===== config.mk =====
export PLATFORM = sky130hd
export DESIGN_NAME = serial_date_converter
export DESIGN_NICKNAME = d
export VERILOG_FILES = /design/src/hdl/sdc_pkg.sv /design/src/hdl/sdc_front.sv /design/src/hdl/sdc_march_days.sv /design/src/hdl/sdc_back.sv /design/src/hdl/serial_date_converter.sv
export SDC_FILE = /design/constraint.sdc
export NUM_CORES = 2
export LEC_CHECK = 0
export ABC_CLOCK_PERIOD_IN_PS = 20900
export BUFFER_PORTS_ARGS = -buffer_cell sky130_fd_sc_hd__buf_2
export CORE_MARGIN = 2
export CORE_UTILIZATION = 50
export DETAILED_ROUTE_END_ITERATION = 12
export HOLD_SLACK_MARGIN = 0.08
export PLACE_DENSITY = 0.66
export SYNTH_ARGS = -nofsm -noshare
export SYNTH_HDL_FRONTEND = slang
export SYNTH_SLANG_ARGS = --single-unit

===== constraint.sdc =====
create_clock -name clock -period 20.9 [get_ports clock]
set_input_delay 4.18 -clock clock [delete_from_list [all_inputs] [get_ports clock]]
set_output_delay 4.18 -clock clock [all_outputs]
set_load 0.01 [all_outputs]

===== src/hdl/sdc_pkg.sv =====
package sdc_pkg;

   // Command codes carried by the cmd field of an item.
   localparam logic CMD_TO_SERIAL = 1'b0;
   localparam logic CMD_TO_DATE   = 1'b1;

   // Day number of 1899-12-30 in the March-based count, and that value plus one,
   // which folds in the "day - 1" of the forward formula.
   localparam logic [22:0] EPOCH_DAYS      = 23'd693899;
   localparam logic [23:0] EPOCH_DAYS_INC  = 24'd693900;
   localparam logic [21:0] SERIAL_MAX      = 22'd4194303;

   // Reciprocals for the constant divisions.
   // floor(2^31 / 12053), followed by one correction step.
   localparam logic [17:0] RECIP_12053 = 18'd178170;
   localparam logic [13:0] DIV_12053   = 14'd12053;
   // ceil(2^19 / 100), exact for dividends below 43690.
   localparam logic [12:0] RECIP_100   = 13'd5243;
   // ceil(2^18 / 153), exact for dividends below 2674.
   localparam logic [10:0] RECIP_153   = 11'd1714;

   // An item on its way through the year and day-count stages.
   typedef struct packed {
      logic        cmd;
      logic        y_neg;   // March-based year is -1
      logic [8:0]  mterm;   // days from 1 March to the given day, plus one
      logic [22:0] v;       // serial plus epoch offset
      logic [13:0] y;       // March-based year
   } year_item_type;

   typedef struct packed {
      year_item_type base;
      logic [22:0]   dbm;   // days before 1 March of year y
      logic          leap;  // calendar year y has a 29 February, ending March-based year y-1
   } days_item_type;

   // Days from 1 March to the first of the k-th month of a March-based year.
   function automatic logic [8:0] month_start(input logic [3:0] idx);
      logic [8:0] days;
      case (idx)
         4'd0:    days = 9'd0;
         4'd1:    days = 9'd31;
         4'd2:    days = 9'd61;
         4'd3:    days = 9'd92;
         4'd4:    days = 9'd122;
         4'd5:    days = 9'd153;
         4'd6:    days = 9'd184;
         4'd7:    days = 9'd214;
         4'd8:    days = 9'd245;
         4'd9:    days = 9'd275;
         4'd10:   days = 9'd306;
         4'd11:   days = 9'd337;
         default: days = 9'd0;
      endcase
      return days;
   endfunction

   // (month + 9) mod 12: March becomes 0, February becomes 11.
   function automatic logic [3:0] march_month(input logic [3:0] month);
      logic [4:0] sum;
      logic [3:0] m;
      sum = {1'b0, month} + 5'd9;
      if (sum >= 5'd24) begin
         m = 4'(sum - 5'd24);
      end else if (sum >= 5'd12) begin
         m = 4'(sum - 5'd12);
      end else begin
         m = sum[3:0];
      end
      return m;
   endfunction

endpackage


===== src/hdl/sdc_front.sv =====
module sdc_front (
   input  logic                   clock,
   input  logic                   reset,
   input  logic                   in_valid,
   input  logic                   in_cmd,
   input  logic [13:0]            in_year,
   input  logic [3:0]             in_month,
   input  logic [4:0]             in_day,
   input  logic [21:0]            in_serial,
   output logic                   out_valid,
   output sdc_pkg::year_item_type out_item
);

   // Stage A: month shift, year adjust, offset serial and the year estimate numerator.
   logic                   a_valid_ff;
   sdc_pkg::year_item_type a_item_ff, a_item_in;
   logic [27:0]            a_num_ff, a_num_in;
   logic [3:0]             a_m0;
   logic                   a_dec;

   always_comb begin
      a_m0            = sdc_pkg::march_month(in_month);
      a_dec           = (a_m0 >= 4'd10);
      a_item_in.cmd   = in_cmd;
      a_item_in.y_neg = (in_year == 14'd0) && a_dec;
      a_item_in.y     = in_year - {13'd0, a_dec};
      a_item_in.mterm = sdc_pkg::month_start(a_m0) + {4'd0, in_day};
      a_item_in.v     = {1'b0, in_serial} + sdc_pkg::EPOCH_DAYS;
      a_num_in        = {a_item_in.v, 5'd0} + {5'd0, a_item_in.v} + 28'd999;
   end

   // Stage B: quotient estimate by reciprocal, at most one too low.
   logic                   b_valid_ff;
   sdc_pkg::year_item_type b_item_ff;
   logic [27:0]            b_num_ff;
   logic [13:0]            b_qe_ff, b_qe_in;
   logic [45:0]            b_prod;

   always_comb begin
      b_prod  = {18'd0, a_num_ff} * {28'd0, sdc_pkg::RECIP_12053};
      b_qe_in = b_prod[44:31];
   end

   // Stage C: remainder check corrects the estimate.
   logic                   c_valid_ff;
   sdc_pkg::year_item_type c_item_ff, c_item_in;
   logic [27:0]            c_back;
   logic [27:0]            c_rem;
   logic                   c_fix;

   always_comb begin
      c_back    = {14'd0, b_qe_ff} * {14'd0, sdc_pkg::DIV_12053};
      c_rem     = b_num_ff - c_back;
      c_fix     = (c_rem >= {14'd0, sdc_pkg::DIV_12053});
      c_item_in = b_item_ff;
      if (b_item_ff.cmd == sdc_pkg::CMD_TO_DATE) begin
         c_item_in.y = b_qe_ff + {13'd0, c_fix};
      end
   end

   always_ff @(posedge clock) begin
      if (reset) begin
         a_valid_ff <= 1'b0;
         b_valid_ff <= 1'b0;
         c_valid_ff <= 1'b0;
      end else begin
         a_valid_ff <= in_valid;
         b_valid_ff <= a_valid_ff;
         c_valid_ff <= b_valid_ff;
      end
   end

   always_ff @(posedge clock) begin
      a_item_ff <= a_item_in;
      a_num_ff  <= a_num_in;
      b_item_ff <= a_item_ff;
      b_num_ff  <= a_num_ff;
      b_qe_ff   <= b_qe_in;
      c_item_ff <= c_item_in;
   end

   assign out_valid = c_valid_ff;
   assign out_item  = c_item_ff;

endmodule


===== src/hdl/sdc_march_days.sv =====
module sdc_march_days (
   input  logic                   clock,
   input  logic                   reset,
   input  logic                   in_valid,
   input  sdc_pkg::year_item_type in_item,
   output logic                   out_valid,
   output sdc_pkg::days_item_type out_item
);

   // Stage D: the three products of 365y + y/4 - y/100 + y/400.
   logic                   d_valid_ff;
   sdc_pkg::year_item_type d_item_ff;
   logic [7:0]             d_q100_ff, d_q100_in;
   logic [5:0]             d_q400_ff, d_q400_in;
   logic [22:0]            d_y365_ff, d_y365_in;
   logic [26:0]            d_prod100;
   logic [24:0]            d_prod400;

   always_comb begin
      d_prod100 = {13'd0, in_item.y} * {14'd0, sdc_pkg::RECIP_100};
      d_prod400 = {13'd0, in_item.y[13:2]} * {12'd0, sdc_pkg::RECIP_100};
      d_q100_in = d_prod100[26:19];
      d_q400_in = d_prod400[24:19];
      d_y365_in = {9'd0, in_item.y} * 23'd365;
   end

   // Stage E: sum of the terms and the leap test of year y.
   logic                   e_valid_ff;
   sdc_pkg::days_item_type e_item_ff, e_item_in;
   logic [11:0]            e_q4;
   logic                   e_c100;
   logic                   e_c400;

   always_comb begin
      e_q4           = d_item_ff.y[13:2];
      e_c100         = (({6'd0, d_q100_ff} * 14'd100) == d_item_ff.y);
      e_c400         = (({6'd0, d_q400_ff} * 12'd100) == e_q4);
      e_item_in.base = d_item_ff;
      e_item_in.dbm  = d_y365_ff + {11'd0, e_q4} - {15'd0, d_q100_ff} + {17'd0, d_q400_ff};
      e_item_in.leap = (d_item_ff.y[1:0] == 2'd0) && (!e_c100 || e_c400);
   end

   always_ff @(posedge clock) begin
      if (reset) begin
         d_valid_ff <= 1'b0;
         e_valid_ff <= 1'b0;
      end else begin
         d_valid_ff <= in_valid;
         e_valid_ff <= d_valid_ff;
      end
   end

   always_ff @(posedge clock) begin
      d_item_ff <= in_item;
      d_q100_ff <= d_q100_in;
      d_q400_ff <= d_q400_in;
      d_y365_ff <= d_y365_in;
      e_item_ff <= e_item_in;
   end

   assign out_valid = e_valid_ff;
   assign out_item  = e_item_ff;

endmodule


===== src/hdl/sdc_back.sv =====
module sdc_back (
   input  logic                   clock,
   input  logic                   reset,
   input  logic                   in_valid,
   input  sdc_pkg::days_item_type in_item,
   output logic                   out_valid,
   output logic [21:0]            out_serial,
   output logic [26:0]            out_packed_date,
   output logic                   out_before_epoch
);

   // Stage F: serial with flag and saturation, or day of the March-based year.
   logic        f_valid_ff;
   logic        f_cmd_ff;
   logic [21:0] f_serial_ff, f_serial_in;
   logic        f_before_ff, f_before_in;
   logic [8:0]  f_t_ff, f_t_in;
   logic [13:0] f_y_ff, f_y_in;
   logic [23:0] f_sum;
   logic [24:0] f_s;
   logic [23:0] f_t0;
   logic [23:0] f_tadj;

   always_comb begin
      f_sum       = {1'b0, in_item.dbm} + {15'd0, in_item.base.mterm};
      f_s         = {1'b0, f_sum} - {1'b0, sdc_pkg::EPOCH_DAYS_INC};
      f_before_in = in_item.base.y_neg || f_s[24];
      if (f_before_in) begin
         f_serial_in = 22'd0;
      end else if (f_s[23:22] != 2'd0) begin
         f_serial_in = sdc_pkg::SERIAL_MAX;
      end else begin
         f_serial_in = f_s[21:0];
      end

      f_t0   = {1'b0, in_item.base.v} - {1'b0, in_item.dbm};
      f_tadj = f_t0 + 24'd365 + {23'd0, in_item.leap};
      if (f_t0[23]) begin
         f_t_in = f_tadj[8:0];
         f_y_in = in_item.base.y - 14'd1;
      end else begin
         f_t_in = f_t0[8:0];
         f_y_in = in_item.base.y;
      end
   end

   // Stage G: March-based month index by reciprocal of 153.
   logic        g_valid_ff;
   logic        g_cmd_ff;
   logic [21:0] g_serial_ff;
   logic        g_before_ff;
   logic [8:0]  g_t_ff;
   logic [13:0] g_y_ff;
   logic [3:0]  g_mq_ff, g_mq_in;
   logic [10:0] g_x;
   logic [21:0] g_prod;

   always_comb begin
      g_x     = {f_t_ff, 2'd0} + {2'd0, f_t_ff} + 11'd2;
      g_prod  = {11'd0, g_x} * {11'd0, sdc_pkg::RECIP_153};
      g_mq_in = g_prod[21:18];
   end

   // Stage H: calendar month and year, day of month and the packed decimal form.
   logic        h_valid_ff;
   logic [21:0] h_serial_ff, h_serial_in;
   logic [26:0] h_packed_ff, h_packed_in;
   logic        h_before_ff, h_before_in;
   logic [3:0]  h_m;
   logic        h_wrap;
   logic [13:0] h_year;
   logic [3:0]  h_month;
   logic [8:0]  h_day;

   always_comb begin
      h_m     = g_mq_ff + 4'd2;
      h_wrap  = (h_m >= 4'd12);
      h_year  = g_y_ff + {13'd0, h_wrap};
      h_month = h_wrap ? (h_m - 4'd11) : (h_m + 4'd1);
      h_day   = g_t_ff - sdc_pkg::month_start(g_mq_ff) + 9'd1;
      if (g_cmd_ff == sdc_pkg::CMD_TO_DATE) begin
         h_serial_in = 22'd0;
         h_before_in = 1'b0;
         h_packed_in = {13'd0, h_year} * 27'd10000 + {23'd0, h_month} * 27'd100
                       + {18'd0, h_day};
      end else begin
         h_serial_in = g_serial_ff;
         h_before_in = g_before_ff;
         h_packed_in = 27'd0;
      end
   end

   always_ff @(posedge clock) begin
      if (reset) begin
         f_valid_ff <= 1'b0;
         g_valid_ff <= 1'b0;
         h_valid_ff <= 1'b0;
      end else begin
         f_valid_ff <= in_valid;
         g_valid_ff <= f_valid_ff;
         h_valid_ff <= g_valid_ff;
      end
   end

   always_ff @(posedge clock) begin
      f_cmd_ff    <= in_item.base.cmd;
      f_serial_ff <= f_serial_in;
      f_before_ff <= f_before_in;
      f_t_ff      <= f_t_in;
      f_y_ff      <= f_y_in;
      g_cmd_ff    <= f_cmd_ff;
      g_serial_ff <= f_serial_ff;
      g_before_ff <= f_before_ff;
      g_t_ff      <= f_t_ff;
      g_y_ff      <= f_y_ff;
      g_mq_ff     <= g_mq_in;
      h_serial_ff <= h_serial_in;
      h_packed_ff <= h_packed_in;
      h_before_ff <= h_before_in;
   end

   assign out_valid        = h_valid_ff;
   assign out_serial       = h_serial_ff;
   assign out_packed_date  = h_packed_ff;
   assign out_before_epoch = h_before_ff;

endmodule


===== src/hdl/serial_date_converter.sv =====
// An item accepted at a rising edge has its result strobed on rsp_valid once it
// has passed through stages A to H in order.
// Throughput: one item per cycle; busy is low whenever reset is low.
// The eight register stages of the pipeline set the latency.
// Reset is synchronous and active high; it empties the pipeline and holds busy high.
module serial_date_converter (
   input  logic        clock,
   input  logic        reset,
   input  logic        start,
   output logic        busy,
   input  logic        req_cmd,
   input  logic [13:0] req_in_year,
   input  logic [3:0]  req_in_month,
   input  logic [4:0]  req_in_day,
   input  logic [21:0] req_in_serial,
   output logic        rsp_valid,
   output logic [21:0] rsp_out_serial,
   output logic [26:0] rsp_packed_date,
   output logic        rsp_before_epoch
);

   // The pipeline never stalls. The receiver must take every result in the cycle it
   // appears, which the block does not enforce. It refuses items only while in reset.
   logic accept;

   assign busy   = reset;
   assign accept = start && !busy;

   // The front end turns a date into its March-based year and day offset, or turns a
   // serial into an estimated March-based year. Both directions then share the
   // days-before-March unit, and the back end finishes whichever conversion the
   // item asked for.
   logic                   front_valid;
   sdc_pkg::year_item_type front_item;
   logic                   days_valid;
   sdc_pkg::days_item_type days_item;

   sdc_front u_front (
      .clock     (clock),
      .reset     (reset),
      .in_valid  (accept),
      .in_cmd    (req_cmd),
      .in_year   (req_in_year),
      .in_month  (req_in_month),
      .in_day    (req_in_day),
      .in_serial (req_in_serial),
      .out_valid (front_valid),
      .out_item  (front_item)
   );

   sdc_march_days u_days (
      .clock     (clock),
      .reset     (reset),
      .in_valid  (front_valid),
      .in_item   (front_item),
      .out_valid (days_valid),
      .out_item  (days_item)
   );

   // Dates before the epoch give serial 0 with the flag set; serials that would not
   // fit the output field saturate at its largest value.
   sdc_back u_back (
      .clock            (clock),
      .reset            (reset),
      .in_valid         (days_valid),
      .in_item          (days_item),
      .out_valid        (rsp_valid),
      .out_serial       (rsp_out_serial),
      .out_packed_date  (rsp_packed_date),
      .out_before_epoch (rsp_before_epoch)
   );

endmodule


### After elaboration in Yosys (flattened, before gate mapping)

Memory sizes are Yosys's and may differ from the RTL's. A register that Yosys moved wholly into a read port is not among the register bits.
Cells that the tools add are included.

| operators by class | value |
|---|---|
| add/subtract/negate cells | 29 |
| multiply operators | 10 |
| div/mod/pow operators | 0 |
| order comparisons | 5 |
| equality and inequality tests | 2 |
| shift-type cells | 0 |
| muxes and demuxes | 7 |
| bitwise logic cells | 0 |
| reduce and logical (&&, ||, !) cells | 10 |

Operator list:

| operator | count |
|---|---|
| $mul A28 B17 Y44 const B | 1 |
| $add A14 B1 Y14 | 2 |
| $add A28 B10 Y28 const B | 1 |
| $add A28 B23 Y28 | 1 |
| $ge A28 B14 Y1 const B | 1 |
| $mul A14 B14 Y28 const B | 1 |
| $mux W14 | 2 |
| $sub A28 B28 Y28 | 1 |
| $add A27 B11 Y27 | 1 |
| $add A27 B9 Y27 | 1 |
| $mul A14 B13 Y27 const B | 1 |
| $mul A12 B13 Y25 const B | 1 |
| $sub A24 B20 Y25 const B | 1 |
| $add A23 B9 Y24 | 1 |
| $sub A23 B23 Y24 | 1 |
| $add A22 B20 Y23 const B | 1 |
| $add A23 B12 Y23 | 1 |
| $add A23 B6 Y23 | 1 |
| $mul A14 B10 Y23 const B | 1 |
| $mul A14 B9 Y23 const B | 1 |
| $sub A23 B8 Y23 | 1 |
| $mux W22 | 1 |
| $mul A11 B10 Y21 const B | 1 |
| $eq A14 B14 Y1 | 1 |
| other kinds (28) | 37 |

| storage, ports and cells | value |
|---|---|
| bits in registers | 527 |
| latch bits | 0 |
| RAM bits | 0 |
| ROM bits | 288 |
| input bits | 49 |
| output and inout bits | 52 |
| memories | 2 |

Memories:

| memory | depth | width | rd ports | clocked after memory_dff | write ports | RTL line | source |
|---|---|---|---|---|---|---|---|
| (no name shown) | 16 | 9 | 1 | 1 | 0 | sdc_pkg.sv:40 | `case (idx)` |
| (no name shown) | 16 | 9 | 1 | 0 | 0 | sdc_pkg.sv:40 |  |

### Depth between registers and ports, before layout

| logic depth | value |
|---|---|
| depth after elaboration | 6 |
| gate-level depth with buffers | 29 |

### Hierarchy

From an unflattened synthesis, not the netlist that was laid out.

| unflattened totals | value |
|---|---|
| cell total of the unflattened synthesis | 4834 |
| area total of the unflattened synthesis | 48388.9 sq um |

By module, submodules not included:

| module | times used | cells each | area an instance (sq um) | seq. area each (sq um) |
|---|---|---|---|---|
| sdc_front | 1 | 2161 | 21921.0 | 4344.2 |
| sdc_march_days | 1 | 1339 | 13760.7 | 3143.0 |
| sdc_back | 1 | 1332 | 12685.9 | 3203.1 |
| serial_date_converter | 1 | 2 | 21.3 | 0.0 |

### Worst setup path after synthesis

Ideal clock, no wire load.

| timing path | value |
|---|---|
| path kind | input -> output |
| from | input reset |
| to | output busy |
| arrival time | 4.299 ns |
| data required time | 16.720 ns |
| path slack | 12.421 ns |
| stages on the path | 1 |
| cell sequence | buf_4 |

RTL lines:

| item | RTL line | source |
|---|---|---|
| start, declared | serial_date_converter.sv:8 | `input logic reset,` |
| end, declared | serial_date_converter.sv:10 | `output logic busy,` |

No word-level cell between the ends.

### Final worst setup path

| timing path | value |
|---|---|
| from | input reset |
| to | output busy |

No word-level cell between the ends.

==> metrics.log <==
INFO  metric vias = 30.59k
INFO  metric run_status = finished clean
INFO  metric max_cap_viol_count = 0
INFO  metric number_of_enable_type_register_cells_in_the_synthesized_netlist = 0
INFO  metric max-slew-margin-rel = 0.3003
INFO  metric yosys.area_share.adder = 0.4731
INFO  metric die-height = 312.2 um
INFO  metric global_route.overflow_total = 0
INFO  metric area_fraction_in_compound_gates_after_synthesis = 0.07862
INFO  metric antenna_found_initial = 5
INFO  metric grt_max_degree = 53
INFO  metric count_of_buffers_inserted_at_the_top_level_ports = 100
INFO  metric dr_drc_count = 0
INFO  metric io-pin-count = 101
INFO  metric fp.dieArea = 0.09746 mm^2
INFO  metric core_area = 0.09459 mm^2
INFO  metric drt.antenna.violating_nets = 0
INFO  metric highest_clock_frequency_the_design_can_meet = 0.1153 GHz
INFO  metric cts_repair_resize_count = 0
INFO  metric clock_tree.htree_level_count = 2
INFO  metric detail_route.wirelength = 95,390 um
INFO  metric antenna-diode-count = 0
INFO  metric total_global_route_track_usage = 0.2058
INFO  metric grt_pass1_vias = 32.57k
INFO  metric cp_common_cell = sky130_fd_sc_hd__buf_2
INFO  metric rsz_0062_raised_after_global_routing = false
INFO  metric final_core_util = 0.5448
INFO  metric post-cts-setup-buffers = 0
INFO  metric timing.critical_path.slowest_stage_cell = sky130_fd_sc_hd__buf_2
INFO  metric synthesis.instances = 4,714
INFO  metric clock-sinks = 534
INFO  metric cts_inserted_buffers = 56
INFO  metric yosys.area_share.xor_xnor = 0.05696
INFO  metric finalSetupViolCount = 0
INFO  metric skew = 39.12 ps
INFO  metric postSynth.topFlopCell = sky130_fd_sc_hd__dfxtp_1
INFO  metric initial_utilization = 0.5021
INFO  metric crit_required = 16,720 ps
INFO  metric category_of_the_most_critical_setup_path = in -> out
INFO  metric min_period_over_period = 0.4151
INFO  metric grt_first_pass_wirelength = 162,400 um
INFO  metric worst_slew_pin_slew = 1049 ps
INFO  metric unique_masters_post_synth = 82
INFO  metric placed_area = 0.04950 mm^2
INFO  metric clock-root-buffer = sky130_fd_sc_hd__clkbuf_16
INFO  metric clock_insertion_delay_worst_skew = 670 ps
INFO  metric list_of_cells_traversed_by_the_critical_path = buf_2, buf_2
INFO  metric die_width = 312.2 um
INFO  metric final_nets = 6,353
INFO  metric report.final.slew_viol_count = 0
INFO  metric synth_async_sr_flop_share = 0
INFO  metric cts_tree = done
INFO  metric wl_cell = 15.47 um
INFO  metric pre_cts_slack = 12,220 ps
INFO  metric clk_pin_slew = 60 ps
INFO  metric drt-pass1-iter-count = 6
INFO  metric synth.avg_cell_area = 10.07 um^2
INFO  metric syn_nets = 6,216
INFO  metric rows = 113
INFO  metric synth_seq_area_share = 0.2251
INFO  metric synth-seq-cells = 534
INFO  metric post_route_cells_drive_above_1_share = 0.04817
INFO  metric hpwlAfterDp = 81,510 um
INFO  metric number_of_vias_per_cell_after_detailed_routing = 4.963
INFO  metric dr.first_iter.drc_count = 1,169
INFO  metric cp_top_family = buffers and inverters
INFO  metric synth_area = 0.04749 mm^2
INFO  metric hold_class = reg -> reg
INFO  metric crit_path_max_fanout = 9
INFO  metric synthMuxAreaShare = 0.003241
INFO  metric worstSetupEndpointType = output port
INFO  metric post_synth_and_or_nand_nor_area_fraction = 0.06813
INFO  metric critPathBufInv = 2
INFO  metric area_growth = 8.502%
INFO  metric main_combinational_cell_family_by_area_after_synthesis = adder cells
INFO  metric critPathMaxStageDelay = 160 ps
INFO  metric critPathArrivalTime = 4490 ps
INFO  metric fin_ws = 12,230 ps
INFO  metric cts_max_path_buffers = 3
INFO  metric synth-warning-count = 0
INFO  metric gp_congestion = 0.8918
INFO  metric cts.hold.buffers_added = 0
INFO  metric timing_hold_violations_final = 0
INFO  metric start_kind = input port
INFO  metric fin_area = 0.05153 mm^2
INFO  metric fin_crit = 8675 ps
INFO  metric setup_total_negative_slack = 0 ps
==> per-stage QoR <==
step / hold WS, ps / std cells
final: 291.5 / 6164
after global routing: 280.2 / 6164
after CTS: 281.2 / 6164
after detailed placement: 312.0 / 6058
after global placement: 310.1 / 6058
after floorplan: 309.6 / 4714
==> worst paths after layout <==
path / start / endpoint / slack (ps) / cells after the start
hold / removal: u_days.d_item_ff[28]$_DFF_P_ / u_days.out_item[52]$_DFF_P_ / 290 / 0
hold reg to reg: u_days.d_item_ff[28]$_DFF_P_ / u_days.out_item[52]$_DFF_P_ / 290 / 0
setup / recovery: reset / busy / 12230 / 2
setup reg to reg: u_front.b_qe_ff[6]$_DFF_P_ / u_front.out_item[13]$_DFF_P_ / 13110 / 26
==> Yosys cell counts (5+ instances only) <==
| cell | instances | area (um^2) |
|---|---|---|
| sky130_fd_sc_hd__inv_1 | 1171 | 4395 |
| sky130_fd_sc_hd__ha_1 | 882 | 11040 |
| sky130_fd_sc_hd__fa_1 | 571 | 11430 |
| sky130_fd_sc_hd__dfxtp_1 | 534 | 10690 |
| sky130_fd_sc_hd__xnor2_1 | 204 | 1787 |
| sky130_fd_sc_hd__a21oi_1 | 192 | 960.9 |
| sky130_fd_sc_hd__nor2_1 | 170 | 638.1 |
| sky130_fd_sc_hd__nand2_1 | 118 | 442.9 |
| sky130_fd_sc_hd__o21ai_0 | 103 | 515.5 |
| sky130_fd_sc_hd__xor2_1 | 103 | 902.1 |
| sky130_fd_sc_hd__a21o_1 | 73 | 548.0 |
| sky130_fd_sc_hd__nor2b_1 | 71 | 444.2 |
| sky130_fd_sc_hd__nand3_1 | 53 | 265.3 |
| sky130_fd_sc_hd__nor3_1 | 46 | 230.2 |
| sky130_fd_sc_hd__and2_1 | 32 | 200.2 |
| sky130_fd_sc_hd__nand4_1 | 25 | 156.4 |
| sky130_fd_sc_hd__or3_1 | 25 | 156.4 |
| sky130_fd_sc_hd__nand2b_1 | 24 | 150.1 |
| sky130_fd_sc_hd__o21a_1 | 24 | 180.2 |
| sky130_fd_sc_hd__a211oi_1 | 23 | 172.7 |
| sky130_fd_sc_hd__o21bai_1 | 23 | 172.7 |
| sky130_fd_sc_hd__clkbuf_1 | 21 | 78.83 |
| sky130_fd_sc_hd__nor4_1 | 18 | 112.6 |
| sky130_fd_sc_hd__and3_1 | 15 | 93.84 |
| sky130_fd_sc_hd__o211ai_1 | 14 | 105.1 |
| sky130_fd_sc_hd__mux2i_1 | 12 | 120.1 |
| sky130_fd_sc_hd__a21boi_0 | 11 | 82.58 |
| sky130_fd_sc_hd__a31oi_1 | 9 | 56.30 |
| sky130_fd_sc_hd__or2_2 | 9 | 56.30 |
| sky130_fd_sc_hd__o22ai_1 | 8 | 50.05 |
| sky130_fd_sc_hd__a221oi_1 | 7 | 61.31 |
| sky130_fd_sc_hd__nand3b_1 | 6 | 45.04 |
| sky130_fd_sc_hd__nor3b_1 | 6 | 45.04 |
| sky130_fd_sc_hd__o2111ai_1 | 6 | 52.55 |
| sky130_fd_sc_hd__o31ai_1 | 6 | 45.04 |
| sky130_fd_sc_hd__a2111oi_0 | 5 | 43.79 |
| sky130_fd_sc_hd__a211o_1 | 5 | 43.79 |
| sky130_fd_sc_hd__a22o_1 | 5 | 43.79 |
| sky130_fd_sc_hd__o31a_1 | 5 | 43.79 |
==> area by class of cell <==
type                    count  area, um^2
multi-input cells        2983       32290
well taps                1265        1583
inverters                1171        4395
fillers                  8413       43060
repair buffers            105       538.0
clock inverters            33       479.2
flip-flops and latches    534       10690
clock buffers              73        1545
==> cell families (layout without fill, tap and decap cells) <==
logic type / Yosys count / in the layout
fa+ha+maj: 1453 / 1453
buf+inv: 1197 / 1382
simple gates: 638 / 638
compound gates: 569 / 569
flops: 534 / 534
xor+xnor: 308 / 308
mux: 15 / 15
==> placed cells by master (no fill, tap or decap), drive strengths merged, types with 71 or more instances in the layout <==
master | synthesis | layout
nand2 | 118 | 118
xor2 | 103 | 103
buf | 5 | 105
nor2b | 71 | 71
dfxtp | 534 | 534
clkbuf | 21 | 73
xnor2 | 205 | 205
a21o | 73 | 73
a21oi | 193 | 193
inv | 1171 | 1175
o21ai | 105 | 105
ha | 882 | 882
fa | 571 | 571
nor2 | 170 | 170
==> sequential cells by signal, indices dropped and copies added, names as in the netlist, 4 cells and up, named ones only <==
| signal | cells |
|---|---|
| u_days.d_q100_ff | 8 |
| u_days.d_q400_ff | 6 |
| u_back.f_y_ff | 14 |
| u_days.out_item | 72 |
| u_back.g_mq_ff | 4 |
| u_front.b_num_ff | 28 |
| u_days.d_y365_ff | 21 |
| u_back.g_t_ff | 9 |
| u_back.f_t_ff | 9 |
| u_front.b_item_ff | 48 |
| u_back.out_serial | 22 |
| u_front.out_item | 48 |
| u_days.d_item_ff | 48 |
| u_front.a_item_ff | 48 |
| u_back.out_packed_date | 27 |
| u_front.a_num_ff | 28 |
| u_front.b_qe_ff | 14 |
| u_back.f_serial_ff | 22 |
| u_back.g_serial_ff | 22 |
| u_back.g_y_ff | 14 |
==> routing by layer <==
| metal | wire (um) | track usage | up-vias |
|---|---|---|---|
| li1 | - | - | 15270 |
| met1 | 40990 | 0.2551 | 14730 |
| met2 | 48060 | 0.3698 | 417 |
| met3 | 3374 | 0.02900 | 164 |
| met4 | 2923 | 0.06206 | 6 |
| met5 | 37 | 0 | - |
Power is left out: the tool's default activity adds up to more than one toggle a clock period on the data nets, which glitch-free logic cannot reach.
